`src/design/sibi_pkg.sv`:
```
// Shared types and constants for the sorted interval box index.
package sibi_pkg;

   localparam int COORD_W = 32;
   localparam int ROW_W   = 32;

   typedef enum logic [1:0] {
      OP_INSERT   = 2'd0,
      OP_ERASE    = 2'd1,
      OP_SEARCH   = 2'd2,
      OP_RESERVED = 2'd3
   } op_type;

   typedef enum logic [1:0] {
      ST_OK        = 2'd0,
      ST_UNORDERED = 2'd1,
      ST_MISSING   = 2'd2,
      ST_FULL      = 2'd3
   } status_type;

   // What the back end is asked to do with a queued command.
   typedef enum logic [1:0] {
      K_INSERT = 2'd0,
      K_ERASE  = 2'd1,
      K_SEARCH = 2'd2,
      K_REPLY  = 2'd3
   } kind_type;

   typedef enum logic [2:0] {
      ENG_IDLE,
      ENG_INSERT,
      ENG_INS_HEAD,
      ENG_ERASE,
      ENG_SEARCH,
      ENG_REPLY
   } eng_state_type;

   typedef struct packed {
      op_type                     operation;
      logic signed [COORD_W-1:0]  box_min_x;
      logic signed [COORD_W-1:0]  box_min_y;
      logic signed [COORD_W-1:0]  box_max_x;
      logic signed [COORD_W-1:0]  box_max_y;
      logic        [ROW_W-1:0]    row_id;
   } req_type;

   typedef struct packed {
      status_type        status;
      logic              hit_valid;
      logic [ROW_W-1:0]  hit_row;
      logic              last;
   } rsp_type;

   typedef struct packed {
      logic signed [COORD_W-1:0]  min_x;
      logic signed [COORD_W-1:0]  min_y;
      logic signed [COORD_W-1:0]  max_x;
      logic signed [COORD_W-1:0]  max_y;
      logic        [ROW_W-1:0]    row;
   } entry_type;

   typedef struct packed {
      kind_type    kind;
      status_type  status;
      entry_type   box;
   } cmd_type;

endpackage

```
`src/design/sibi_front.sv`:
```
// Front end: classifies each request beat into a back-end command.
module sibi_front import sibi_pkg::*; (
   input  logic     req_valid,
   input  req_type  req_payload,
   input  logic     queue_full,
   output logic     req_stall,
   output logic     push,
   output cmd_type  cmd
);

   logic unordered;

   // A box is rejected when either axis has its lower bound above its upper bound.
   assign unordered = (req_payload.box_min_x > req_payload.box_max_x) ||
                      (req_payload.box_min_y > req_payload.box_max_y);

   always_comb begin
      cmd.box.min_x = req_payload.box_min_x;
      cmd.box.min_y = req_payload.box_min_y;
      cmd.box.max_x = req_payload.box_max_x;
      cmd.box.max_y = req_payload.box_max_y;
      cmd.box.row   = req_payload.row_id;
      cmd.status    = ST_OK;
      cmd.kind      = K_REPLY;
      if (req_payload.operation == OP_RESERVED) begin
         cmd.kind = K_REPLY;
      end else if (unordered) begin
         cmd.status = ST_UNORDERED;
      end else begin
         case (req_payload.operation)
            OP_INSERT: cmd.kind = K_INSERT;
            OP_ERASE:  cmd.kind = K_ERASE;
            OP_SEARCH: cmd.kind = K_SEARCH;
            default:   cmd.kind = K_REPLY;
         endcase
      end
   end

   assign req_stall = queue_full;
   assign push      = req_valid && !queue_full;

endmodule

```
`config.mk`:
```
export PLATFORM = sky130hd
export DESIGN_NAME = sibi_front
export DESIGN_NICKNAME = d
export VERILOG_FILES = /design/src/design/sibi_pkg.sv /design/src/design/sibi_front.sv
export SDC_FILE = /design/constraint.sdc
export NUM_CORES = 1
export LEC_CHECK = 0
export BUFFER_PORTS_ARGS = -buffer_cell sky130_fd_sc_hd__clkbuf_2
export CORE_AREA = 2 2 127 129
export DETAILED_ROUTE_END_ITERATION = 8
export DIE_AREA = 0 0 129 131
export GPL_TIMING_DRIVEN = 1
export SETUP_SLACK_MARGIN = 0.02
export SYNTH_ARGS = -nofsm -noshare
export SYNTH_HDL_FRONTEND = slang
export SYNTH_SLANG_ARGS = --single-unit
```
`constraint.sdc`:
```
create_clock -name vclk -period 4.77
set_input_delay 0.954 -clock vclk [all_inputs]
set_output_delay 0.954 -clock vclk [all_outputs]
set_load 0.005 [all_outputs]
```
==> reports/results.tsv, run 1 <==
metric	value	unit
Die Footprint	16900	um2
worst min path class	in2out	
CTS Hold Bufs	0	
vias in the first global route	2354	
pwr dens	82.73	nW/um2
Slowest-stage cell, CP	nor4b_1	
commonest cells after routing, fill and taps aside	clkbuf_2 (265), inv_1 (68), ha_1 (64)	
f_max	231.7	MHz
Crit path arrival time	3.36	ns
core area	15600	um2
Cells after Synth	399	
most frequent cell on the critical path	clkbuf_2	
number of clock buffers in the layout	0	
Synthesis Warnings	0	
CP top delay family	compound AO/OA/AOI/OAI gates	
CP Cell Sequence	clkbuf_2, inv_1, ha_1, a21oi_1, o21ai_0, a221oi_2, o211ai_1, nor4b_1, o2bb2ai_1, or2_1, clkbuf_2	
final hold viol count	0	
number of core rows	46	
hpwl dp	7985	um
Register Area	0	um2
first-pass GRT wire length	11400	um
TritonRoute pass-1 iters	4	
most common cell after layout, fill and taps aside	clkbuf_2	
Slew Viols, Final	0	
largest stage delay on the critical path	0.63	ns
Area Overhead vs Synth	12.93	%
DP Area	3323	um2
Setup Viol. Count Final	0	
Max transition margin	54.57	%
filler cell count	1774	
GRT overflow	0	
Max IR drop VDD	0.02613	mV
RSZ-0062 raised after global routing	false	
Via Count	2728	
Initial Utilization	18.87	%
Net Count, Synth	627	
IO Count	330	
final instance area	3323	um2
status	complete, no violations	
1st-iter DRT viols	52	
Critical path buffers and inverters	3	
sequential share of the synthesized area	0	%
utilization of the core after routing	21.31	%
Non-Filler Instances	718	
Die X	129	um
Final Critical Period	4.316	ns
critical path class	in2out	
layout cells sized above 1	55.18	%
Post-Route WL	8185	um
CP max FO	3	
RePlAce Congestion	0.7299	
actual slew at the worst max-slew pin	0.6720	ns
Final TNS setup	0	ns
All-Layer GR Usage	8.466	%
min setup slack post-route	0.4539	ns
Mapped Area	2943	um2
Inst Count DP	718	
WL per Instance	11.40	um
Max-Cap Viols	0	
nature of the critical path endpoint	output port	
Critical Path Start Type	input port	
seq_cells	0	
Leak	2.164	nW
Final #Nets	732	
syn avg cell area	7.375	um2
Buffers on Ports	265	
DR DRC count	0	
largest net degree at the start of global routing	5	
period utilisation layout	90.48	%
initial antenna violation count	0	
Cell variety after synth	38	
die height	131	um
post-route ant nets	0	
vias per inst	3.799	
pre-CTS setup slack	0.4350	ns
postcts setup bufs	0	
critical path required time	3.82	ns
Post-CTS Resized	0	
diodes inserted	0	
## report_power, final
group | leakage (nW) | internal, mW | switching, mW
Sequential | 0 | 0 | 0
Combinational | 2.16 | 0.137 | 0.138
Clock | 0 | 0 | 0
Total | 2.16 | 0.137 | 0.138
## final timing paths
kind	to	slack, ns	depth (start not counted)	startpoint
setup / recovery	cmd[163]	0.45	11	req_payload[55]
hold / removal	cmd[21]	1.91	0	req_payload[21]
## logic make-up after synthesis
family          after synthesis  synth area share [%]
buf+inv                     230                 50.00
fa+ha+maj                    64                 27.21
compound gates               53                 12.12
simple gates                 51                 10.54
other cells                   1                0.1274
## routing by layer
layer	vias up	wire length [um]	GRT usage [%]
li1	1381	-	-
met1	1161	3347	10.01
met2	186	4093	16.78
met3	0	743	1.588
met4	0	0	0
met5	-	0	0
## cells in the mapped netlist, types with 3 or more instances
master / count / share of area [%]
buf_4: 162 / 41
inv_1: 68 / 8.7
ha_1: 64 / 27
a21oi_1: 21 / 3.6
nand2_1: 14 / 1.8
nand4_1: 10 / 2.1
nand3_1: 8 / 1.4
a21o_1: 4 / 1.0
a21oi_2: 4 / 1.2
o21ai_0: 4 / 0.68
o21ai_1: 3 / 0.51
## cell type report
cell class	instances	area, um2	share of cell area, %
inverters	68	255.2	7.681
multi-input cells	169	1471	44.28
well taps	216	270.3	8.133
repair buffers	265	1326	39.91
## through the flow
stage,hold slack [ns],total power [mW]
floorplan,1.938,0.2169
global placement,1.908,0.2791
detailed placement,1.908,0.2800
CTS,1.908,0.2820
global route,1.908,0.3166
finish,1.908,0.2749
Note: power is estimated with default switching activity, not from simulation.
==> inputs of run 2 (changes only) <==
--- a/config.mk
+++ b/config.mk
@@ -6,9 +6,9 @@
 export NUM_CORES = 1
 export LEC_CHECK = 0
 export BUFFER_PORTS_ARGS = -buffer_cell sky130_fd_sc_hd__clkbuf_2
-export CORE_AREA = 2 2 127 129
+export CORE_AREA = 2 2 129 131
 export DETAILED_ROUTE_END_ITERATION = 8
-export DIE_AREA = 0 0 129 131
+export DIE_AREA = 0 0 131 133
 export GPL_TIMING_DRIVEN = 1
 export SETUP_SLACK_MARGIN = 0.02
 export SYNTH_ARGS = -nofsm -noshare
==> constraint.sdc (replaced) <==
create_clock -name vclk -period 4.3
set_input_delay 0.86 -clock vclk [all_inputs]
set_output_delay 0.86 -clock vclk [all_outputs]
set_load 0.005 [all_outputs]
==> run 2 against run 1 <==
  * Utilization decreased by 0.68 points
  * Cell count increased by 0.70%
  * First-iteration DRC count decreased by 48%
  * Highest routed layer unchanged
==> reports/results.tsv, run 2 (synthesis gave the netlist of run 1 again) <==
metric	value	unit
status	complete, no violations	
largest net degree at the start of global routing	5	
first-pass GRT wire length	11410	um
Register Area	0	um2
Max transition margin	65.30	%
number of clock buffers in the layout	0	
All-Layer GR Usage	8.331	%
1st-iter DRT viols	27	
Post-CTS Resized	0	
Internal	0.1516	mW
Final TNS setup	0	ns
worst min path class	in2out	
Final #Nets	733	
hpwl dp	8039	um
Final Critical Period	3.741	ns
post-route ant nets	0	
nature of the critical path endpoint	output port	
Critical Path Start Type	input port	
period utilisation layout	87.01	%
layout cells sized above 1	55.27	%
postcts setup bufs	0	
seq_cells	0	
DR DRC count	0	
number of core rows	47	
Via Count	2701	
Leak	2.169	nW
WL per Instance	11.34	um
initial antenna violation count	0	
DP Area	3336	um2
combinational share of power	100.0	%
vias in the first global route	2382	
Crit path arrival time	2.88	ns
area of the multi-input gates	1471	um2
pwr dens	91.55	nW/um2
vias per inst	3.736	
final instance area	3336	um2
RSZ-0062 raised after global routing	false	
Die X	131	um
CTS Hold Bufs	0	
Max IR drop VDD	0.02664	mV
Max-Cap Viols	0	
CP max FO	3	
sequential share of power	0	%
TritonRoute pass-1 iters	4	
RePlAce Congestion	0.7506	
Buffers on Ports	265	
switching share of power	50.35	%
Area Overhead vs Synth	13.35	%
filler cell count	1826	
Post-Route WL	8201	um
Slew Viols, Final	0	
die height	133	um
min setup slack post-route	0.5588	ns
f_max	267.3	MHz
Net Switching	0.1537	mW
Die Footprint	17420	um2
commonest cells after routing, fill and taps aside	clkbuf_2 (265), inv_1 (68), ha_1 (64)	
Initial Utilization	18.20	%
critical path class	in2out	
pre-CTS setup slack	0.4481	ns
final hold viol count	0	
GRT overflow	0	
IO Count	330	
Clk network pwr share	0	%
hold slack final	1.720	ns
critical path required time	3.44	ns
Setup Viol. Count Final	0	
core area	16170	um2
diodes inserted	0	
most common cell after layout, fill and taps aside	clkbuf_2	
actual slew at the worst max-slew pin	0.5124	ns
utilization of the core after routing	20.63	%
-- run 2: power by group through the flow --
stage,clock (mW),combinational (mW),sequential (mW)
3_3_place_gp,0,0.313,0
5_1_grt,0,0.351,0
4_1_cts,0,0.316,0
2_1_floorplan,0,0.241,0
6_report,0,0.305,0
3_5_place_dp,0,0.314,0
-- run 2: per-stage QoR --
| step | power [mW] | instances |
|---|---|---|
| 6_report | 0.3054 | 723 |
| 5_1_grt | 0.3513 | 723 |
| 4_1_cts | 0.3157 | 723 |
| 3_5_place_dp | 0.3137 | 723 |
| 3_3_place_gp | 0.3127 | 723 |
| 2_1_floorplan | 0.2406 | 399 |
-- run 2: worst paths after layout --
| kind | startpoint | slack (ns) | endpoint | cells past startpoint |
|---|---|---|---|---|
| setup / recovery | req_payload[78] | 0.56 | cmd[160] | 10 |
| hold / removal | req_payload[16] | 1.72 | cmd[16] | 0 |
-- run 2: metal layers --
layer,vias up,GRT usage [%],routed length (um)
li1,1391,-,-
met1,1132,9.836,3397
met2,178,15.72,3965
met3,0,2.305,838
met4,0,0,0
met5,-,0,0
-- run 2: final cells by class --
cell class                 count  area share [%]
tap                          220           8.252
timing repair buffer         266           39.99
inverter                      68           7.652
multi-input combinational    169           44.11
-- run 2: critical path, stage by stage --
cell and delay, ns:
clkbuf_2 0.10, inv_1 0.04, ha_1 0.30, and4_1 0.24
and4bb_2 0.26, a221oi_2 0.07, o311ai_1 0.50, o2bb2ai_1 0.21
a21boi_1 0.18, clkbuf_2 0.12
