`src/design/sibi_pkg.sv`:
```
// Shared types and constants for the sorted interval box index.
package sibi_pkg;

   localparam int COORD_W = 32;
   localparam int ROW_W   = 32;

   typedef enum logic [1:0] {
      OP_INSERT   = 2'd0,
      OP_ERASE    = 2'd1,
      OP_SEARCH   = 2'd2,
      OP_RESERVED = 2'd3
   } op_type;

   typedef enum logic [1:0] {
      ST_OK        = 2'd0,
      ST_UNORDERED = 2'd1,
      ST_MISSING   = 2'd2,
      ST_FULL      = 2'd3
   } status_type;

   // What the back end is asked to do with a queued command.
   typedef enum logic [1:0] {
      K_INSERT = 2'd0,
      K_ERASE  = 2'd1,
      K_SEARCH = 2'd2,
      K_REPLY  = 2'd3
   } kind_type;

   typedef enum logic [2:0] {
      ENG_IDLE,
      ENG_INSERT,
      ENG_INS_HEAD,
      ENG_ERASE,
      ENG_SEARCH,
      ENG_REPLY
   } eng_state_type;

   typedef struct packed {
      op_type                     operation;
      logic signed [COORD_W-1:0]  box_min_x;
      logic signed [COORD_W-1:0]  box_min_y;
      logic signed [COORD_W-1:0]  box_max_x;
      logic signed [COORD_W-1:0]  box_max_y;
      logic        [ROW_W-1:0]    row_id;
   } req_type;

   typedef struct packed {
      status_type        status;
      logic              hit_valid;
      logic [ROW_W-1:0]  hit_row;
      logic              last;
   } rsp_type;

   typedef struct packed {
      logic signed [COORD_W-1:0]  min_x;
      logic signed [COORD_W-1:0]  min_y;
      logic signed [COORD_W-1:0]  max_x;
      logic signed [COORD_W-1:0]  max_y;
      logic        [ROW_W-1:0]    row;
   } entry_type;

   typedef struct packed {
      kind_type    kind;
      status_type  status;
      entry_type   box;
   } cmd_type;

endpackage

```
`src/design/sibi_queue.sv`:
```
// Two-entry command queue between the front end and the back end.
module sibi_queue import sibi_pkg::*; (
   input  logic     clock,
   input  logic     reset,
   input  logic     push,
   input  cmd_type  push_data,
   output logic     full,
   input  logic     pop,
   output logic     head_valid,
   output cmd_type  head
);

   cmd_type     slot_ff [2];
   logic        wr_ptr_ff, wr_ptr_in;
   logic        rd_ptr_ff, rd_ptr_in;
   logic [1:0]  count_ff, count_in;

   // Pointer and occupancy update.
   always_comb begin
      wr_ptr_in = wr_ptr_ff;
      rd_ptr_in = rd_ptr_ff;
      count_in  = count_ff;
      if (push) begin
         wr_ptr_in = !wr_ptr_ff;
      end
      if (pop) begin
         rd_ptr_in = !rd_ptr_ff;
      end
      if (push && !pop) begin
         count_in = count_ff + 2'd1;
      end else if (pop && !push) begin
         count_in = count_ff - 2'd1;
      end
   end

   always_ff @(posedge clock) begin
      if (reset) begin
         wr_ptr_ff <= 1'b0;
         rd_ptr_ff <= 1'b0;
         count_ff  <= 2'd0;
      end else begin
         wr_ptr_ff <= wr_ptr_in;
         rd_ptr_ff <= rd_ptr_in;
         count_ff  <= count_in;
      end
   end

   // Payload storage.
   always_ff @(posedge clock) begin
      if (push) begin
         slot_ff[wr_ptr_ff] <= push_data;
      end
   end

   assign full       = (count_ff == 2'd2);
   assign head_valid = (count_ff != 2'd0);
   assign head       = slot_ff[rd_ptr_ff];

endmodule

```
`config.mk`:
```
export PLATFORM = sky130hd
export DESIGN_NAME = sibi_queue
export DESIGN_NICKNAME = d
export VERILOG_FILES = /design/src/design/sibi_pkg.sv /design/src/design/sibi_queue.sv
export SDC_FILE = /design/constraint.sdc
export NUM_CORES = 1
export LEC_CHECK = 0
export BUFFER_PORTS_ARGS = -buffer_cell sky130_fd_sc_hd__buf_2
export CAP_MARGIN = 10
export CORE_UTILIZATION = 40
export DETAILED_ROUTE_END_ITERATION = 8
export HOLD_SLACK_MARGIN = 0.12
export PLACE_DENSITY = 0.63
export REMOVE_ABC_BUFFERS = 1
export SLEW_MARGIN = 20
export SYNTH_ARGS = -nofsm -noshare
export SYNTH_HDL_FRONTEND = slang
export SYNTH_SLANG_ARGS = --single-unit
```
`constraint.sdc`:
```
create_clock -name clock -period 9.3 [get_ports clock]
set_input_delay 1.86 -clock clock [delete_from_list [all_inputs] [get_ports clock]]
set_output_delay 1.86 -clock clock [all_outputs]
set_load 0.05 [all_outputs]
```
==> impl_metrics.json, run 1 <==
{
  "hp-class": "register to register",
  "syn_inst": 532,
  "syn-cell-area_um2": 12110,
  "post-synth-top-area-cell": "edfxtp_1",
  "r2r_slack_ns": 7.06,
  "crit_slowest_cell": "buf_4",
  "worstSetupStartpointType": "register",
  "cts_made_buffers": 36,
  "rows": 63,
  "num_vias": 6129,
  "crit_arrival_ns": 2.69,
  "dieArea_um2": 30970,
  "hp-start": "count_ff[1]$_SDFFE_PP0P_",
  "insertion_delay_ns": 0.50,
  "r2r_start": "wr_ptr_ff$_SDFFE_PP0P_",
  "synthMuxAreaShare_pct": 15.25,
  "finalWeightedCongestion": 0.7345,
  "holdPathStages": 2,
  "power.share.combinational_pct": 16.1,
  "peakVddDrop_mv": 0.1680,
  "rsz0062_at_grt": "false",
  "htreeDepth": 2,
  "post_drt_wl_per_cell_um": 18.24,
  "synth.area.top_cells": "edfxtp_1 81%, mux2_2 15%, buf_6 1.7%",
  "drv_slew": 0,
  "antenna_found_initial": 6,
  "whs_endpoint": "count_ff[1]$_SDFFE_PP0P_",
  "maxCapViolations": 0,
  "intPower_mw": 2.672,
  "cts.sinks": 333,
  "synth_seq_cells": 333,
  "fp.coreArea_um2": 29720,
  "run_status": "finished, final reports clean",
  "ff2ff_path_depth": 2,
  "tightestPinTransition_ns": 1.033,
  "seq_power_share_pct": 48.6,
  "die_h_um": 176.0,
  "cpPeakStageDelay_ns": 0.75,
  "fmax_mhz": 219.9,
  "p_leak_nw": 5.656,
  "ios": 334,
  "dp.final_hpwl_um": 15500,
  "drt-pass1-iter-count": 4,
  "worstPathRequired_ns": 7.44,
  "dieWidth_um": 176.0,
  "initial_utilization_pct": 40.75,
  "p_sw_share_pct": 27.07,
  "grt_overflow_total": 0,
  "setup_viol": 0,
  "synthXorXnorAreaFrac_pct": 0.2893,
  "grt_start_max_net_pins": 74,
  "clock_power_share_pct": 35.3,
  "synth_cell_types": 16,
  "critPathMaxFanout": 61,
  "multiInputGateArea_um2": 1963,
  "avgSynthCellArea_um2": 22.76,
  "crit-reg2reg-capture": "slot_ff[0][88]$_DFFE_PP_",
  "drt-total-wl_um": 23860,
  "drc": 0,
  "post_cts.repair.setup_buffers": 0,
  "power.density_nw_per_um2": 241.3,
  "whs_ns": 0.5138,
  "critical_path.top_delay_family": "buffers and inverters",
  "post-route-period-util_pct": 48.90,
  "root_buffer": "clkbuf_16",
  "hold_violations": 0,
  "seq_area_frac_synth_pct": 82.17,
  "grt_usage_pct": 14.98,
  "yosysWarnings": 0,
  "portBuffers": 333,
  "synth_top_area_share_pct": 81.34,
  "p_switching_mw": 0.9921,
  "final_nets": 1060,
  "clk_pin_slew_ns": 0.05,
  "path_class": "register to primary output",
  "cts_resized": 0,
  "critPathCaptureType": "primary output",
  "path_cells": "buf_4 > mux2_2 > buf_2",
  "synth_compound_area_share_pct": 0.08266,
  "layout_min_cycle_time_ns": 4.548,
  "synthAdderAreaFrac_pct": 0.1033,
  "grt_pass1_wl_um": 35200,
  "relSlewSlack_pct": 31.16,
  "ant_nets": 0,
  "synth_top_family_by_area": "multiplexers",
  "cts_buffer_depth": 3,
  "area_growth_pct": 25.41,
  "seqCellArea_um2": 9953,
  "grt_pass1_vias": 6315,
  "cts_tree": "yes",
  "cp_num_buf_inv": 2,
  "layout-drive-gt1-share_pct": 60.09,
  "ctsHoldBuffers": 0,
  "vias_per_cell": 4.686,
  "yosys.area_share.simple_pct": 0.4030,
  "tns_ns": 0,
  "first_iter_violations": 342,
  "utilization_pct": 51.10,
  "fillerInstances": 2499,
  "finClkSkew_ns": 0.006319
}
-- routing by layer --
layer | track usage [%] | share of wire [%] | vias up
met5 | 0 | 0.29 | -
met3 | 5.771 | 8.9 | 57
met1 | 17.88 | 39 | 2981
met2 | 24.77 | 49 | 233
li1 | - | - | 2848
met4 | 5.145 | 2.6 | 10
-- tightest hold or removal path: stages (launching register included) --
cell and delay [ns]:
dfxtp_1 0.32, o21ai_0 0.08, a21oi_1 0.06
-- power by group through the flow --
stage / sequential (mW) / clock [mW] / combinational (mW)
after global placement: 1.81 / 0 / 0.592
after detailed placement: 1.81 / 0 / 0.596
after global routing: 1.79 / 1.39 / 0.618
after CTS: 1.78 / 1.33 / 0.598
final: 1.78 / 1.29 / 0.591
after floorplan: 1.84 / 0 / 0.434
-- stage by stage --
stage,instance area (um^2),setup slack (ns),power (mW),instances
floorplan,11910,-0.3556,2.270,514
global placement,14120,5.235,2.401,1243
detailed placement,14120,5.252,2.409,1243
CTS,15180,4.707,3.713,1307
global route,15180,4.591,3.795,1307
finish,15190,4.752,3.664,1308
-- state kept, by name, indices dropped and copies added, names as in the netlist, named ones only --
| register | count |
|---|---|
| slot_ff | 328 |
| count_ff | 2 |
| rd_ptr_ff | 1 |
| wr_ptr_ff | 1 |
-- cell families after synthesis --
logic type               count (synthesis)
multiplexers                           164
XOR/XNOR                                 4
flip-flops                             333
AO/OA/AOI/OAI                            2
adder cells (fa/ha/maj)                  1
buffers and inverters                   19
AND/OR/NAND/NOR                          9
-- Yosys cell counts, drive strengths merged --
| cell | count |
|---|---|
| edfxtp | 328 |
| mux2 | 164 |
| buf | 18 |
| dfxtp | 5 |
| nor2 | 4 |
| xnor2 | 2 |
| xor2 | 2 |
| a21oi | 1 |
| and2 | 1 |
| and2b | 1 |
| ha | 1 |
| inv | 1 |
| nor2b | 1 |
| o21ai | 1 |
| or2 | 1 |
| or3 | 1 |
-- worst max-delay path by stage --
stage,from,endpoint,slack [ns],depth (start not counted)
floorplan,push,slot_ff[0][0]$_DFFE_PP_,-0.36,1
global placement,register,head[88],5.24,3
detailed placement,register,head[156],5.25,3
CTS,register,head[156],4.71,3
global route,register,head[156],4.59,3
finish,register,head[88],4.75,3
-- cells in the final DEF (no fill, tap or decap) --
cell type	instances
nor2_1	4
inv_1	1
clkbuf_16	37
xnor2_1	2
nor2b_4	1
or3_1	1
diode_2	1
inv_6	1
buf_2	333
clkinv_2	4
clkbuf_1	11
dfxtp_1	4
mux2_2	164
buf_4	6
or2_2	1
xor2_1	2
and2b_2	1
and2_4	1
clkinv_1	10
o21ai_0	1
edfxtp_1	328
bufinv_16	1
ha_1	1
dfxtp_4	1
a21oi_1	1
-- cell type report --
cell class              count  area share [%]
clock buffers              48           6.369
multi-input cells         180           12.93
inverters                   1         0.02472
well taps                 390           3.213
flip-flops and latches    333           65.54
diodes                      1         0.01648
clock inverters            16          0.6344
repair buffers            339           11.27
Note: power is estimated with default switching activity, not from simulation.
==> inputs of run 2 (changes only) <==
==> constraint.sdc (replaced) <==
create_clock -name clock -period 3.8 [get_ports clock]
set_input_delay 0.76 -clock clock [delete_from_list [all_inputs] [get_ports clock]]
set_output_delay 0.76 -clock clock [all_outputs]
set_load 0.05 [all_outputs]
==> impl_metrics.json, run 2 (synthesis gave the netlist of run 1 again) <==
{
  "final_cell_mix": "333 x buf_2, 328 x edfxtp_1, 164 x mux2_2",
  "top_register": "slot_ff",
  "drc": 0,
  "path_class": "register to primary output",
  "insertion_delay_ns": 0.49,
  "peakVddDrop_mv": 0.3805,
  "worstSetupStartpointType": "register",
  "die_h_um": 176.0,
  "layout-drive-gt1-share_pct": 61.11,
  "ios": 334,
  "ant_nets": 0,
  "fillerInstances": 2458,
  "clk_pin_slew_ns": 0.06,
  "setup_viol": 0,
  "tns_ns": 0,
  "rows": 63,
  "dieWidth_um": 176.0,
  "rsz0062_at_grt": "false",
  "maxCapViolations": 0,
  "cts_buffer_depth": 3,
  "cts_tree": "yes",
  "whs_endpoint": "slot_ff[1][160]$_DFFE_PP_",
  "place_inst": 1250,
  "drt-pass1-iter-count": 4,
  "grt_overflow_total": 0,
  "critPathCaptureType": "primary output",
  "worstPathRequired_ns": 3.04,
  "grt_util_met1_pct": 16.98,
  "largestRegisters": "slot_ff: 328 flops, count_ff: 2 flops",
  "grt_usage_pct": 14.52,
  "ff2ff_path_depth": 2,
  "worst_slack_ns": 0.8020,
  "finalWeightedCongestion": 0.7329,
  "dp.final_hpwl_um": 15370,
  "cts.sinks": 333,
  "num_vias": 6086,
  "grt_most_used_layer": "met2",
  "finClkSkew_ns": 0.01248,
  "hold_violations": 0,
  "ctsHoldBuffers": 0,
  "r2r_start": "wr_ptr_ff$_SDFFE_PP0P_",
  "grt_pass1_wl_um": 34220,
  "fp.coreArea_um2": 29720,
  "grt_start_max_net_pins": 88,
  "power.density_nw_per_um2": 593.6,
  "crit_slowest_cell": "dfxtp_4",
  "vias_per_cell": 4.646,
  "crit-reg2reg-capture": "slot_ff[1][163]$_DFFE_PP_",
  "largest_reg_flops": 328,
  "fmax_mhz": 333.6,
  "final_nets": 1066,
  "drt-total-wl_um": 23260,
  "dieArea_um2": 30970,
  "cts_made_buffers": 35,
  "grt_pass1_vias": 6292,
  "crit_arrival_ns": 2.24,
  "layoutNonFillerInstCount": 1310,
  "hp-start": "push_data[160]",
  "path_cells": "buf_12 > mux2_2 > buf_2",
  "portBuffers": 333,
  "htreeDepth": 2,
  "cts_resized": 0,
  "drv_slew": 0,
  "layout_min_cycle_time_ns": 2.998,
  "final_common_cell": "buf_2",
  "post_drt_wl_per_cell_um": 17.75,
  "antenna_found_initial": 6,
  "cpPeakStageDelay_ns": 0.76,
  "run_status": "finished, final reports clean",
  "initial_utilization_pct": 40.75,
  "grt_util_met2_pct": 24.79,
  "post-route-period-util_pct": 78.89,
  "dp_worst_setup_slack_ns": 1.276,
  "hp-class": "input port to register",
  "area_growth_pct": 27.05,
  "relSlewSlack_pct": 49.56,
  "post_cts.repair.setup_buffers": 0,
  "grt_use_met3_pct": 5.405,
  "p_leak_nw": 5.746,
  "root_buffer": "clkbuf_16",
  "critPathMaxFanout": 44,
  "holdPathStages": 1,
  "first_iter_violations": 266,
  "tightestPinTransition_ns": 0.7566,
  "r2r_slack_ns": 1.98
}
-- run 2: worst max-delay path, delay by kind of cell, from the launching register on --
family                 cells  cell delay, ns
DFF                        1            0.76
buffers and inverters      2            0.53
muxes                      1            0.39
-- run 2: worst max-delay path by stage --
stage	from	to	slack, ns	cells past startpoint
floorplan	push	slot_ff[0][0]$_DFFE_PP_	-4.76	1
global placement	register	head[40]	1.28	3
detailed placement	register	head[8]	1.28	3
CTS	register	head[8]	0.73	3
global route	register	head[68]	0.66	3
finish	register	head[68]	0.80	3
-- run 2: per-layer routing --
metal,share of wire [%],vias up
met5,0.18,-
li1,-,2857
met4,1.9,6
met2,50,219
met1,40,2966
met3,8.5,38
-- run 2: final cells by class --
cell class	count	area [um^2]	share of cell area, %
antenna	2	5.005	0.03253
clock buffer	46	959.7	6.238
clock inverter	12	160.2	1.041
inverter	1	3.754	0.02440
multi-input combinational	180	1963	12.76
sequential	333	9953	64.70
tap	390	488.0	3.172
timing repair buffer	346	1852	12.04
-- run 2: power breakdown --
part / switching [mW] / internal (mW)
Clock: 1.27 / 2.04
Combinational: 1.05 / 0.418
Sequential: 0.0658 / 4.29
Total: 2.39 / 6.75
-- run 2: stage by stage --
stage | total power [mW] | hold WS [ns] | utilization (%) | instance area (um^2)
after global routing | 9.447 | 0.4207 | 51.77 | 15380
after CTS | 9.255 | 0.4240 | 51.75 | 15380
final | 9.133 | 0.4510 | 51.77 | 15380
after detailed placement | 5.919 | 0.4997 | 47.99 | 14260
after global placement | 5.903 | 0.4869 | 47.99 | 14260
after floorplan | 5.555 | 0.4564 | - | 11910
